### src/rtl/tbt_pkg.sv
`default_nettype none
// ----------------------------------------------------------------------------
// tbt_pkg: shared constants, types and functions of the touch baseline tracker
// Register map, field widths, reset values and the shift-based IIR step used
// for both the filtered value and the baseline.
// ----------------------------------------------------------------------------
package tbt_pkg;

    // channel and field widths
    localparam int CHANNELS  = 2;
    localparam int CH_W      = 1;
    localparam int LEVEL_W   = 16;
    localparam int SHIFT_W   = 4;
    localparam int CFG_IDX_W = 2;
    localparam int CFG_DAT_W = 16;

    // calibration sizing
    localparam int CALIB_SAMPLES = 32;
    localparam int COUNT_W       = $clog2(CALIB_SAMPLES + 1);
    localparam int SUM_W         = LEVEL_W + $clog2(CALIB_SAMPLES + 1);

    // width of the IIR accumulator: level shifted by the largest shift, plus carry
    localparam int ACC_W = LEVEL_W + (1 << SHIFT_W);

    // register reset values
    localparam logic [LEVEL_W-1:0] TOUCH_DELTA_RST    = LEVEL_W'(25);
    localparam logic [SHIFT_W-1:0] FILTER_SHIFT_RST   = SHIFT_W'(2);
    localparam logic [SHIFT_W-1:0] BASELINE_SHIFT_RST = SHIFT_W'(4);

    // configuration register indexes
    typedef enum logic [CFG_IDX_W-1:0] {
        REG_TOUCH_DELTA    = 2'd0,
        REG_FILTER_SHIFT   = 2'd1,
        REG_BASELINE_SHIFT = 2'd2
    } t_cfg_reg;

    typedef logic [LEVEL_W-1:0] t_level;
    typedef logic [SUM_W-1:0]   t_sum;
    typedef logic [COUNT_W-1:0] t_count;

    // one IIR step: (old*(2^sh-1) + incoming) >> sh, done with shifts and adds
    function automatic t_level iir_step(input t_level old, input t_level incoming,
                                        input logic [SHIFT_W-1:0] sh);
        logic [ACC_W-1:0] old_x;
        logic [ACC_W-1:0] acc;
        old_x = ACC_W'(old);
        acc   = (old_x << sh) - old_x + ACC_W'(incoming);
        return LEVEL_W'(acc >> sh);
    endfunction

endpackage
`default_nettype wire

### src/rtl/touch_baseline_tracker.sv
`default_nettype none
// ----------------------------------------------------------------------------
// touch_baseline_tracker: per-channel capacitive touch baseline tracking
// Calibrates each channel from its first samples, then runs an IIR on the
// samples, compares against baseline plus delta and adapts the baseline.
// ----------------------------------------------------------------------------
// The block takes one sample word per clock while the output side is not
// stalled and returns one result word per sample: the sample is captured in
// an input register, and once the result register is free or being read, the
// channel's filtered value, touch decision and baseline are updated in one
// pass (two shift-and-add IIR steps and a 16-bit compare) and loaded into the
// result register. The result register lets a new sample enter while a result
// waits. Samples of the same channel may follow each other in back-to-back
// cycles. The first CALIB_SAMPLES samples of each channel are calibration
// samples (calibrating set, touched clear); their truncated mean seeds both
// levels. Configuration writes are always accepted and should be issued only
// while no sample is in flight.
module touch_baseline_tracker (
    input  wire                           i_clk,
    input  wire                           i_rst_n,
    // sample input
    input  wire                           i_in_valid,
    output logic                          o_in_ready,
    input  wire  [tbt_pkg::CH_W-1:0]      i_channel,
    input  wire  [tbt_pkg::LEVEL_W-1:0]   i_sample,
    // result output
    output logic                          o_out_valid,
    input  wire                           i_out_ready,
    output logic [tbt_pkg::CH_W-1:0]      o_out_channel,
    output logic                          o_touched,
    output logic [tbt_pkg::LEVEL_W-1:0]   o_filtered_level,
    output logic [tbt_pkg::LEVEL_W-1:0]   o_baseline_level,
    output logic                          o_calibrating,
    // configuration writes
    input  wire                           i_cfg_valid,
    output logic                          o_cfg_ready,
    input  wire  [tbt_pkg::CFG_IDX_W-1:0] i_cfg_index,
    input  wire  [tbt_pkg::CFG_DAT_W-1:0] i_cfg_data
);
    import tbt_pkg::*;

    // configuration registers
    t_level              r_touch_delta;
    logic [SHIFT_W-1:0]  r_filter_shift;
    logic [SHIFT_W-1:0]  r_baseline_shift;

    // per-channel state
    t_level r_filt  [CHANNELS];
    t_level r_base  [CHANNELS];
    t_sum   r_sum   [CHANNELS];
    t_count r_count [CHANNELS];

    // input register
    logic              r_in_valid;
    logic [CH_W-1:0]   r_in_channel;
    t_level            r_in_sample;

    // result register
    logic              r_out_valid;
    logic [CH_W-1:0]   r_out_channel;
    logic              r_out_touched;
    t_level            r_out_filt;
    t_level            r_out_base;
    logic              r_out_calib;

    // update path
    logic   w_advance;
    logic   w_calib;
    logic   w_last;
    logic   w_touch_raw;
    t_count w_cnt;
    t_sum   n_sum;
    t_count n_count;
    t_level w_mean;
    t_level w_filt_iir;
    t_level w_base_iir;
    t_level w_thr;
    t_level n_filt;
    t_level n_base;
    logic   n_touched;

    // handshake
    assign w_advance   = r_in_valid && (!r_out_valid || i_out_ready);
    assign o_in_ready  = !r_in_valid || w_advance;
    assign o_cfg_ready = 1'b1;

    // configuration register writes
    always_ff @(posedge i_clk) begin
        if (!i_rst_n) begin
            r_touch_delta    <= TOUCH_DELTA_RST;
            r_filter_shift   <= FILTER_SHIFT_RST;
            r_baseline_shift <= BASELINE_SHIFT_RST;
        end else if (i_cfg_valid) begin
            unique case (t_cfg_reg'(i_cfg_index))
                REG_TOUCH_DELTA:    r_touch_delta    <= LEVEL_W'(i_cfg_data);
                REG_FILTER_SHIFT:   r_filter_shift   <= i_cfg_data[SHIFT_W-1:0];
                REG_BASELINE_SHIFT: r_baseline_shift <= i_cfg_data[SHIFT_W-1:0];
                default: ;
            endcase
        end
    end

    // input register
    always_ff @(posedge i_clk) begin
        if (!i_rst_n) begin
            r_in_valid <= 1'b0;
        end else if (o_in_ready) begin
            r_in_valid <= i_in_valid;
        end
    end

    always_ff @(posedge i_clk) begin
        if (i_in_valid && o_in_ready) begin
            r_in_channel <= i_channel;
            r_in_sample  <= i_sample;
        end
    end

    // calibration bookkeeping
    always_comb begin
        w_cnt   = r_count[r_in_channel];
        w_calib = (w_cnt < COUNT_W'(CALIB_SAMPLES));
        n_sum   = r_sum[r_in_channel] + SUM_W'(r_in_sample);
        n_count = w_cnt + COUNT_W'(1);
        w_last  = (n_count == COUNT_W'(CALIB_SAMPLES));
        w_mean  = LEVEL_W'(n_sum / SUM_W'(CALIB_SAMPLES));
    end

    // filter, touch decision and baseline adaptation
    always_comb begin
        w_filt_iir  = iir_step(r_filt[r_in_channel], r_in_sample, r_filter_shift);
        w_thr       = r_base[r_in_channel] + r_touch_delta;
        w_touch_raw = (w_filt_iir > w_thr);
        w_base_iir  = iir_step(r_base[r_in_channel], w_filt_iir, r_baseline_shift);
        if (w_calib) begin
            n_touched = 1'b0;
            n_filt    = w_last ? w_mean : r_filt[r_in_channel];
            n_base    = w_last ? w_mean : r_base[r_in_channel];
        end else begin
            n_touched = w_touch_raw;
            n_filt    = w_filt_iir;
            n_base    = w_touch_raw ? r_base[r_in_channel] : w_base_iir;
        end
    end

    // channel state update
    always_ff @(posedge i_clk) begin
        if (!i_rst_n) begin
            for (int i = 0; i < CHANNELS; i++) begin
                r_filt[i]  <= '0;
                r_base[i]  <= '0;
                r_sum[i]   <= '0;
                r_count[i] <= '0;
            end
        end else if (w_advance) begin
            r_filt[r_in_channel] <= n_filt;
            r_base[r_in_channel] <= n_base;
            if (w_calib) begin
                r_sum[r_in_channel]   <= n_sum;
                r_count[r_in_channel] <= n_count;
            end
        end
    end

    // result register
    always_ff @(posedge i_clk) begin
        if (!i_rst_n) begin
            r_out_valid <= 1'b0;
        end else if (w_advance) begin
            r_out_valid <= 1'b1;
        end else if (i_out_ready) begin
            r_out_valid <= 1'b0;
        end
    end

    always_ff @(posedge i_clk) begin
        if (w_advance) begin
            r_out_channel <= r_in_channel;
            r_out_touched <= n_touched;
            r_out_filt    <= n_filt;
            r_out_base    <= n_base;
            r_out_calib   <= w_calib;
        end
    end

    assign o_out_valid      = r_out_valid;
    assign o_out_channel    = r_out_channel;
    assign o_touched        = r_out_touched;
    assign o_filtered_level = r_out_filt;
    assign o_baseline_level = r_out_base;
    assign o_calibrating    = r_out_calib;

`ifndef ASSERT_OFF
    // a calibration result never reports touch
    a_calib_no_touch: assert property (@(posedge i_clk) disable iff (!i_rst_n)
        o_out_valid && o_calibrating |-> !o_touched)
        else $error("touch reported on a calibration result");

    // calibration count never runs past the calibration length
    a_count_bound: assert property (@(posedge i_clk) disable iff (!i_rst_n)
        r_in_valid |-> (r_count[r_in_channel] <= COUNT_W'(CALIB_SAMPLES)))
        else $error("calibration count beyond calibration length");

    // a word leaving the input register shows up as a result next cycle
    a_advance_result: assert property (@(posedge i_clk) disable iff (!i_rst_n)
        w_advance |=> o_out_valid)
        else $error("result lost after input register advanced");

    // a stalled result keeps the input stage from overwriting it
    a_stall_hold: assert property (@(posedge i_clk) disable iff (!i_rst_n)
        o_out_valid && !i_out_ready |=> o_out_valid && $stable(r_out_filt)
            && $stable(r_out_base))
        else $error("stalled result overwritten");

    // nothing valid right after reset
    a_reset_idle: assert property (@(posedge i_clk)
        !i_rst_n |=> !o_out_valid && !r_in_valid)
        else $error("valid state after reset");
`endif

endmodule
`default_nettype wire

### config.mk
export PLATFORM = sky130hd
export DESIGN_NAME = touch_baseline_tracker
export DESIGN_NICKNAME = d
export VERILOG_FILES = /design/src/rtl/tbt_pkg.sv /design/src/rtl/touch_baseline_tracker.sv
export SDC_FILE = /design/constraint.sdc
export NUM_CORES = 1
export LEC_CHECK = 0
export BUFFER_PORTS_ARGS = -buffer_cell sky130_fd_sc_hd__buf_2
export CORE_UTILIZATION = 55
export DETAILED_ROUTE_END_ITERATION = 16
export PLACE_DENSITY_LB_ADDON = 0.3
export SLEW_MARGIN = 10
export SYNTH_ARGS = -nofsm -noshare
export SYNTH_HDL_FRONTEND = slang
export SYNTH_SLANG_ARGS = --single-unit
### constraint.sdc
create_clock -name i_clk -period 26.4 [get_ports i_clk]
set_clock_uncertainty 0.05 [all_clocks]
set_input_delay 1.32 -clock i_clk [delete_from_list [all_inputs] [get_ports i_clk]]
set_output_delay 1.32 -clock i_clk [all_outputs]
set_load 0.005 [all_outputs]
==> impl_results.html, run 1 <==
<table>
<tr><th>Metric</th><th>Value</th></tr>
<tr><th colspan="2">Synth</th></tr>
<tr><td>Yosys top cell area share</td><td>27.0%</td></tr>
<tr><td>Netlist Area Pre-Place</td><td>18900 um^2</td></tr>
<tr><td>Async S/R FF share, synth</td><td>0%</td></tr>
<tr><td>Top-count cell post-synth</td><td>nor2_1</td></tr>
<tr><td>Total of warnings raised by yosys</td><td>0</td></tr>
<tr><td>Main synth FF type</td><td>edfxtp_1</td></tr>
<tr><td>Leading post-synthesis cells by instance count</td><td>nor2_1, nand2_1, edfxtp_1</td></tr>
<tr><td>Syn Nets</td><td>2357</td></tr>
<tr><td>Dominant cell type by area after synthesis</td><td>edfxtp_1</td></tr>
<tr><td>Number of distinct library cells after synthesis</td><td>105</td></tr>
<tr><td>Number of synthesized register bits</td><td>197</td></tr>
<tr><td>Post-synth EDFFs</td><td>170</td></tr>
<tr><td>Average size of a mapped cell</td><td>8.69 um^2</td></tr>
<tr><td>Proportion of synthesized chip area in sequential cells</td><td>29.9%</td></tr>
<tr><td>Cells after synthesis</td><td>2174</td></tr>
<tr><td>Leading post-synthesis cells by cell area</td><td>edfxtp_1, ha_1, mux2i_1, nor2_1, nand2_1</td></tr>
<tr><th colspan="2">Timing</th></tr>
<tr><td>Minimum hold slack</td><td>421 ps</td></tr>
<tr><td>Worst Max-Slew Pin Slew</td><td>1240 ps</td></tr>
<tr><td>Unrepaired setup endpoints after global routing</td><td>no</td></tr>
<tr><td>Setup TNS</td><td>0 ps</td></tr>
<tr><td>Maximum operating frequency</td><td>0.0931 GHz</td></tr>
<tr><td>Relative slew slack</td><td>16.2%</td></tr>
<tr><td>Setup-violating endpoint count in the final report</td><td>0</td></tr>
<tr><td>Final critical delay including setup and external delays</td><td>10740 ps</td></tr>
<tr><td>Final Hold Viols</td><td>0</td></tr>
<tr><td>Count of final max-slew check failures</td><td>0</td></tr>
<tr><td>Final worst-path cycle share</td><td>40.7%</td></tr>
<tr><th colspan="2">Critical path</th></tr>
<tr><td>Endpoint class of the critical path</td><td>register</td></tr>
<tr><td>Required time at the endpoint of the critical path</td><td>26530 ps</td></tr>
<tr><td>Largest stage delay on the critical path</td><td>860 ps</td></tr>
<tr><td>Critical path's top delay family</td><td>compound AO/OA/AOI/OAI gates</td></tr>
<tr><td>Cell with the most instances on the worst path</td><td>nor2_1</td></tr>
<tr><td>Library cell contributing the largest single delay on the critical path</td><td>a2111oi_0</td></tr>
<tr><td>Category of the most critical setup path</td><td>reg2reg</td></tr>
<tr><td>Sort of element at the start of the critical path</td><td>register</td></tr>
<tr><td>Arrival time of the worst setup path</td><td>10870 ps</td></tr>
<tr><td>Crit path buffers/inverters</td><td>4</td></tr>
<tr><td>Largest fanout of any net on the critical path</td><td>46</td></tr>
<tr><th colspan="2">Floorplanning</th></tr>
<tr><td>Chip Height</td><td>187 um</td></tr>
<tr><td>Area of the core</td><td>33600 um^2</td></tr>
<tr><td>Starting utilization of the core area</td><td>56.2%</td></tr>
<tr><td>Placement Rows</td><td>67</td></tr>
<tr><td>Width of the die</td><td>187 um</td></tr>
<tr><td>Overall die area</td><td>35100 um^2</td></tr>
<tr><td># IOs</td><td>78</td></tr>
<tr><th colspan="2">Pwr</th></tr>
<tr><td>Worst IR drop on VDD</td><td>0.104 mV</td></tr>
<tr><td>Pwr Density</td><td>111 nW/um^2</td></tr>
<tr><td>Leakage power</td><td>8.89 nW</td></tr>
<tr><th colspan="2">Detailed routing</th></tr>
<tr><td>Number of antenna-violating nets in the routed design</td><td>0</td></tr>
<tr><td>Wire length per cell</td><td>22.0 um</td></tr>
<tr><td>Total wire length</td><td>58000 um</td></tr>
<tr><td>First-pass iteration count of the detailed router</td><td>6</td></tr>
<tr><td>Number of remaining DRC errors</td><td>0</td></tr>
<tr><td>Number of vias after detailed routing</td><td>17038</td></tr>
<tr><td>Via density per instance</td><td>6.47</td></tr>
<tr><td>DRC violation total after the first TritonRoute iteration</td><td>2025</td></tr>
<tr><th colspan="2">Clock tree</th></tr>
<tr><td>Post-CTS setup buffers</td><td>0</td></tr>
<tr><td>Clock tree from TritonCTS</td><td>built</td></tr>
<tr><td>H-tree depth</td><td>4</td></tr>
<tr><td>Number of hold buffers added after cts</td><td>0</td></tr>
<tr><td>Clock-pin slew on the worst setup and hold paths</td><td>90 ps</td></tr>
<tr><td>Max Buffers Root-to-Sink</td><td>2</td></tr>
<tr><td>Root buffer selected by CTS</td><td>clkbuf_16</td></tr>
<tr><td>PostCTS Resize Cnt</td><td>0</td></tr>
<tr><td>Clock net sink count</td><td>197</td></tr>
<tr><td>Number of buffers created by CTS</td><td>17</td></tr>
<tr><td>Clock Latency Late Sink</td><td>470 ps</td></tr>
<tr><th colspan="2">Run status</th></tr>
<tr><td>Run status</td><td>finished, final reports clean</td></tr>
<tr><th colspan="2">Placement</th></tr>
<tr><td>Cell Area, Placed</td><td>19500 um^2</td></tr>
<tr><td>Half-perimeter wire length of the detailed placement result</td><td>44200 um</td></tr>
<tr><td>RD Place Congestion</td><td>1.03</td></tr>
<tr><td>Count of port buffers added during placement</td><td>76</td></tr>
<tr><th colspan="2">Flow run</th></tr>
<tr><td>Number of max-cap violations</td><td>0</td></tr>
<tr><th colspan="2">Final layout</th></tr>
<tr><td>Share of post-route cells with drive strength above 1</td><td>12.1%</td></tr>
<tr><td>Cell area after layout</td><td>20100 um^2</td></tr>
<tr><td>Final nets</td><td>2358</td></tr>
<tr><td>Number of antenna cells inserted</td><td>0</td></tr>
<tr><td>Area overhead of the layout relative to synthesis</td><td>6.48%</td></tr>
<tr><th colspan="2">Min path</th></tr>
<tr><td>Type of the tightest min-delay check</td><td>reg2reg</td></tr>
<tr><th colspan="2">GRT</th></tr>
<tr><td>Number of antenna violations at the first check in global routing</td><td>2</td></tr>
<tr><td>Number of global-route vias before repair</td><td>16135</td></tr>
<tr><td>Maximum number of pins on one net before global-route repair</td><td>64</td></tr>
<tr><td>Wire length of the first global-routing pass</td><td>90500 um</td></tr>
<tr><td>Gr ovfl total</td><td>0</td></tr>
<tr><td>Aggregate global-route resource usage</td><td>33.0%</td></tr>
</table>
[state kept, by name, summed over array words and instances (netlist names), named ones only]
register,cells
r_in_valid,1
o_touched,1
r_in_channel,1
r_base,32
o_out_channel,1
o_out_valid,1
r_touch_delta,16
r_filter_shift,4
o_filtered_level,16
r_sum,42
r_count,12
o_baseline_level,16
r_in_sample,16
r_baseline_shift,4
o_calibrating,1
r_filt,32
[power by group]
part / internal (mW) / switching, mW
clock network: 0.132 / 0.129
registers: 0.368 / 0.00955
logic: 0.611 / 0.982
[kinds of logic (layout without fill, tap and decap cells)]
| logic type | after synthesis | in the layout | synth area share (%) |
|---|---|---|---|
| buffers and inverters | 285 | 298 | 5.94 |
| AOI/OAI and AO/OA | 579 | 579 | 21.4 |
| xor gates and xnor gates | 81 | 81 | 3.76 |
| other | 1 | 1 | 0.0199 |
| muxes | 181 | 181 | 11.3 |
| and+or+nand+nor | 707 | 707 | 16.9 |
| DFF | 197 | 197 | 29.9 |
| adders and majority gates | 143 | 143 | 10.8 |
[path summary, 6_finish.rpt]
| path | start | depth (start not counted) | end | slack (ps) |
|---|---|---|---|---|
| worst min-delay path | r_touch_delta[13] | 2 | r_touch_delta[13] | 420 |
| worst max-delay path | register | 36 | r_base[0][15] | 15660 |
| worst min register to register | r_touch_delta[13] | 2 | r_touch_delta[13] | 420 |
| worst max register to register | register | 36 | r_base[0][15] | 15660 |
[worst reg2reg max path, delay by kind of cell (launching register included)]
| kind | cells | cell delay (ps) |
|---|---|---|
| compound gates | 17 | 5030 |
| simple gates | 9 | 1630 |
| fa+ha+maj | 4 | 1420 |
| buf+inv | 4 | 960 |
| mux | 2 | 790 |
| flops | 1 | 580 |
[through the flow]
stage / util, % / cells / total power [mW] / setup WS [ps]
final: 59.8 / 2635 / 2.23 / 15660
after global routing: 59.8 / 2635 / 2.37 / 14810
after CTS: 59.8 / 2635 / 2.18 / 15880
after detailed placement: 58.1 / 2604 / 1.91 / 15870
after global placement: 58.1 / 2604 / 1.89 / 16080
after floorplan: - / 2174 / 1.52 / 16910
[cells in the final DEF, fill, tap and decap left out, types with 51 or more instances in the layout]
cell type  Yosys  layout
a21oi_1      118     118
inv_1        158     158
nor3_1        55      55
o21ai_0      129     129
nand2_1      201     201
buf_2          7      76
mux2i_1      111     111
nor2_1       263     263
xnor2_1       51      51
edfxtp_1     170     170
ha_1         110     110
[metal layers]
metal | part of all wire (%) | track usage [%] | up-vias
li1 | - | - | 7893
met1 | 42 | 45.8 | 8093
met2 | 44 | 50.6 | 899
met3 | 9.9 | 5.44 | 151
met4 | 4.2 | 14.8 | 2
met5 | 0.024 | 0 | -
[cell type report]
type	count	area (um^2)
fill	2937	13500
multi-input combinational	1692	12100
sequential	197	5650
inverter	164	618
timing repair buffer	103	583
tap	448	561
clock buffer	17	425
clock inverter	14	148
(Power assumes the default switching activity.)
==> inputs of run 2 (changes only) <==
==> constraint.sdc (replaced) <==
create_clock -name i_clk -period 10.3 [get_ports i_clk]
set_clock_uncertainty 0.05 [all_clocks]
set_input_delay 0.515 -clock i_clk [delete_from_list [all_inputs] [get_ports i_clk]]
set_output_delay 0.515 -clock i_clk [all_outputs]
set_load 0.005 [all_outputs]
==> run 2 against run 1 <==
Critical endpoint is now o_baseline_level[10]. Power rose to 2.6 times the previous value. Final area is 0.89% higher. Hold slack worse by 250 ps. Global-route usage grew 0.63 points. Non-clock buffer count is 19 higher. Combinational power rose to 2.6 times the previous value. Largest cell class unchanged. Clock-buffer cell count increased by 1. Worst setup slack worse by 15000 ps. Sequential cell count did not move. Sequential share of layout area down 0.25 points. Cell count grew 0.76%.
==> impl_results.html, run 2 (same netlist as run 1, synthesis figures left out) <==
<table>
<tr><th>Metric</th><th>Value</th></tr>
<tr><th colspan="2">Placement</th></tr>
<tr><td>Count of port buffers added during placement</td><td>76</td></tr>
<tr><td>Minimum setup slack after placement</td><td>406 ps</td></tr>
<tr><td>Half-perimeter wire length of the detailed placement result</td><td>45800 um</td></tr>
<tr><td>Cell Area, Placed</td><td>19700 um^2</td></tr>
<tr><td>RD Place Congestion</td><td>0.987</td></tr>
<tr><th colspan="2">Final layout</th></tr>
<tr><td>Area overhead of the layout relative to synthesis</td><td>7.43%</td></tr>
<tr><td>Share of post-route cells with drive strength above 1</td><td>13.1%</td></tr>
<tr><td>Most flop-heavy register</td><td>r_sum</td></tr>
<tr><td>Most common cell after layout, fill and taps aside</td><td>nor2_1</td></tr>
<tr><td>Filler Cell Count</td><td>2931</td></tr>
<tr><td>Highest-count cells in the layout ignoring fill and taps</td><td>nor2_1, nand2_1, edfxtp_1</td></tr>
<tr><td>Final nets</td><td>2377</td></tr>
<tr><td>Number of antenna cells inserted</td><td>0</td></tr>
<tr><td>Area taken by flip-flops and latches</td><td>5650 um^2</td></tr>
<tr><td>Area of the multi-input gates</td><td>12100 um^2</td></tr>
<tr><td>Cell area after layout</td><td>20300 um^2</td></tr>
<tr><td>Max reg flops</td><td>42</td></tr>
<tr><td>Largest regs</td><td>r_sum (42), r_base (32), r_filt (32)</td></tr>
<tr><th colspan="2">Floorplanning</th></tr>
<tr><td>Width of the die</td><td>187 um</td></tr>
<tr><td>Placement Rows</td><td>67</td></tr>
<tr><td>Area of the core</td><td>33600 um^2</td></tr>
<tr><td>Starting utilization of the core area</td><td>56.2%</td></tr>
<tr><td>Overall die area</td><td>35100 um^2</td></tr>
<tr><td># IOs</td><td>78</td></tr>
<tr><td>Chip Height</td><td>187 um</td></tr>
<tr><th colspan="2">Detailed routing</th></tr>
<tr><td>First-pass iteration count of the detailed router</td><td>6</td></tr>
<tr><td>Via density per instance</td><td>6.51</td></tr>
<tr><td>Number of vias after detailed routing</td><td>17286</td></tr>
<tr><td>Total wire length</td><td>59600 um</td></tr>
<tr><td>Number of remaining DRC errors</td><td>0</td></tr>
<tr><td>DRC violation total after the first TritonRoute iteration</td><td>2178</td></tr>
<tr><td>Number of antenna-violating nets in the routed design</td><td>0</td></tr>
<tr><td>Wire length per cell</td><td>22.5 um</td></tr>
<tr><th colspan="2">Clock tree</th></tr>
<tr><td>Clock-pin slew on the worst setup and hold paths</td><td>90 ps</td></tr>
<tr><td>Clock Latency Late Sink</td><td>470 ps</td></tr>
<tr><td>Number of buffers created by CTS</td><td>17</td></tr>
<tr><td>Clock net sink count</td><td>197</td></tr>
<tr><td>Root buffer selected by CTS</td><td>clkbuf_16</td></tr>
<tr><td>Post-CTS setup buffers</td><td>0</td></tr>
<tr><td>H-tree depth</td><td>4</td></tr>
<tr><td>Clock tree from TritonCTS</td><td>built</td></tr>
<tr><td>Max Buffers Root-to-Sink</td><td>2</td></tr>
<tr><th colspan="2">Run status</th></tr>
<tr><td>Run status</td><td>finished, final reports clean</td></tr>
<tr><th colspan="2">Timing</th></tr>
<tr><td>Minimum hold slack</td><td>169 ps</td></tr>
<tr><td>Maximum operating frequency</td><td>0.101 GHz</td></tr>
<tr><td>Setup-violating endpoint count in the final report</td><td>0</td></tr>
<tr><td>Final critical delay including setup and external delays</td><td>9940 ps</td></tr>
<tr><td>Final Hold Viols</td><td>0</td></tr>
<tr><td>Count of final max-slew check failures</td><td>0</td></tr>
<tr><td>Post-route worst setup slack</td><td>357 ps</td></tr>
<tr><td>Worst Max-Slew Pin Slew</td><td>1120 ps</td></tr>
<tr><td>Relative slew slack</td><td>24.5%</td></tr>
<tr><td>Final worst-path cycle share</td><td>96.5%</td></tr>
<tr><td>Unrepaired setup endpoints after global routing</td><td>no</td></tr>
<tr><td>Setup TNS</td><td>0 ps</td></tr>
<tr><th colspan="2">Critical path</th></tr>
<tr><td>Category of the most critical setup path</td><td>reg2reg</td></tr>
<tr><td>Crit path buffers/inverters</td><td>2</td></tr>
<tr><td>Required time at the endpoint of the critical path</td><td>10450 ps</td></tr>
<tr><td>Endpoint class of the critical path</td><td>register</td></tr>
<tr><td>Sort of element at the start of the critical path</td><td>register</td></tr>
<tr><td>Largest stage delay on the critical path</td><td>590 ps</td></tr>
<tr><td>Critical path's top delay family</td><td>compound AO/OA/AOI/OAI gates</td></tr>
<tr><td>Largest fanout of any net on the critical path</td><td>10</td></tr>
<tr><td>Library cell contributing the largest single delay on the critical path</td><td>fa_1</td></tr>
<tr><td>Arrival time of the worst setup path</td><td>10090 ps</td></tr>
<tr><th colspan="2">GRT</th></tr>
<tr><td>Maximum number of pins on one net before global-route repair</td><td>64</td></tr>
<tr><td>Aggregate global-route resource usage</td><td>33.7%</td></tr>
<tr><td>Number of global-route vias before repair</td><td>16029</td></tr>
<tr><td>Wire length of the first global-routing pass</td><td>92000 um</td></tr>
<tr><td>Gr ovfl total</td><td>0</td></tr>
<tr><td>Number of antenna violations at the first check in global routing</td><td>0</td></tr>
<tr><th colspan="2">Pwr</th></tr>
<tr><td>Tot Pwr</td><td>5.83 mW</td></tr>
<tr><td>Leakage power</td><td>9.00 nW</td></tr>
<tr><td>Pwr Density</td><td>287 nW/um^2</td></tr>
<tr><td>Worst IR drop on VDD</td><td>0.190 mV</td></tr>
<tr><th colspan="2">Min path</th></tr>
<tr><td>Type of the tightest min-delay check</td><td>in2reg</td></tr>
<tr><th colspan="2">Flow run</th></tr>
<tr><td>Number of max-cap violations</td><td>0</td></tr>
</table>
run 2: cell count changes in the layout (fill, tap and decap cells not counted), moves of 2 or more:
cell,delta
clkinv_1,-2
o21ai_1,+3
o21ai_0,-3
buf_4,+19
inv_6,+3
clkinvlp_4,-2
run 2: cell type report:
type,count,area share [%]
clock buffers,18,2.12
clock inverters,14,0.771
inverters,164,3.05
multi-input cells,1692,59.9
flip-flops and latches,197,27.8
well taps,448,2.76
repair buffers,122,3.58
run 2: per-layer routing:
metal	GRT usage (%)	wire length, um	vias up
met5	0	0	-
met4	12.7	1890	0
met3	6.00	5930	123
met2	52.0	26400	998
met1	47.0	25500	8250
li1	-	-	7915
run 2: path summary, 6_finish.rpt:
| kind | startpoint | to | slack [ps] | cells past startpoint |
|---|---|---|---|---|
| hold / removal | i_sample[15] | r_in_sample[15] | 170 | 1 |
| hold reg to reg | r_touch_delta[11] | r_touch_delta[11] | 420 | 2 |
| setup / recovery | register | o_baseline_level[10] | 360 | 34 |
| setup reg to reg | register | o_baseline_level[10] | 360 | 34 |
run 2: where the power goes:
part,internal (mW),switching (mW),total (mW)
Clock,0.326,0.353,0.679
Sequential,0.943,0.0246,0.968
Combinational,1.61,2.57,4.18
Total,2.88,2.94,5.83
run 2: timing repair:
action / 4_1_cts / 5_1_grt
gates resized for setup: 0 / 7
hold buffers: 0 / 0
setup endpoints to repair: 0 / 31
run 2: through the flow:
stage | util, % | cells
after floorplan | - | 2174
after global placement | 58.5 | 2623
after detailed placement | 58.5 | 2623
after CTS | 60.3 | 2655
after global routing | 60.3 | 2655
final | 60.3 | 2655
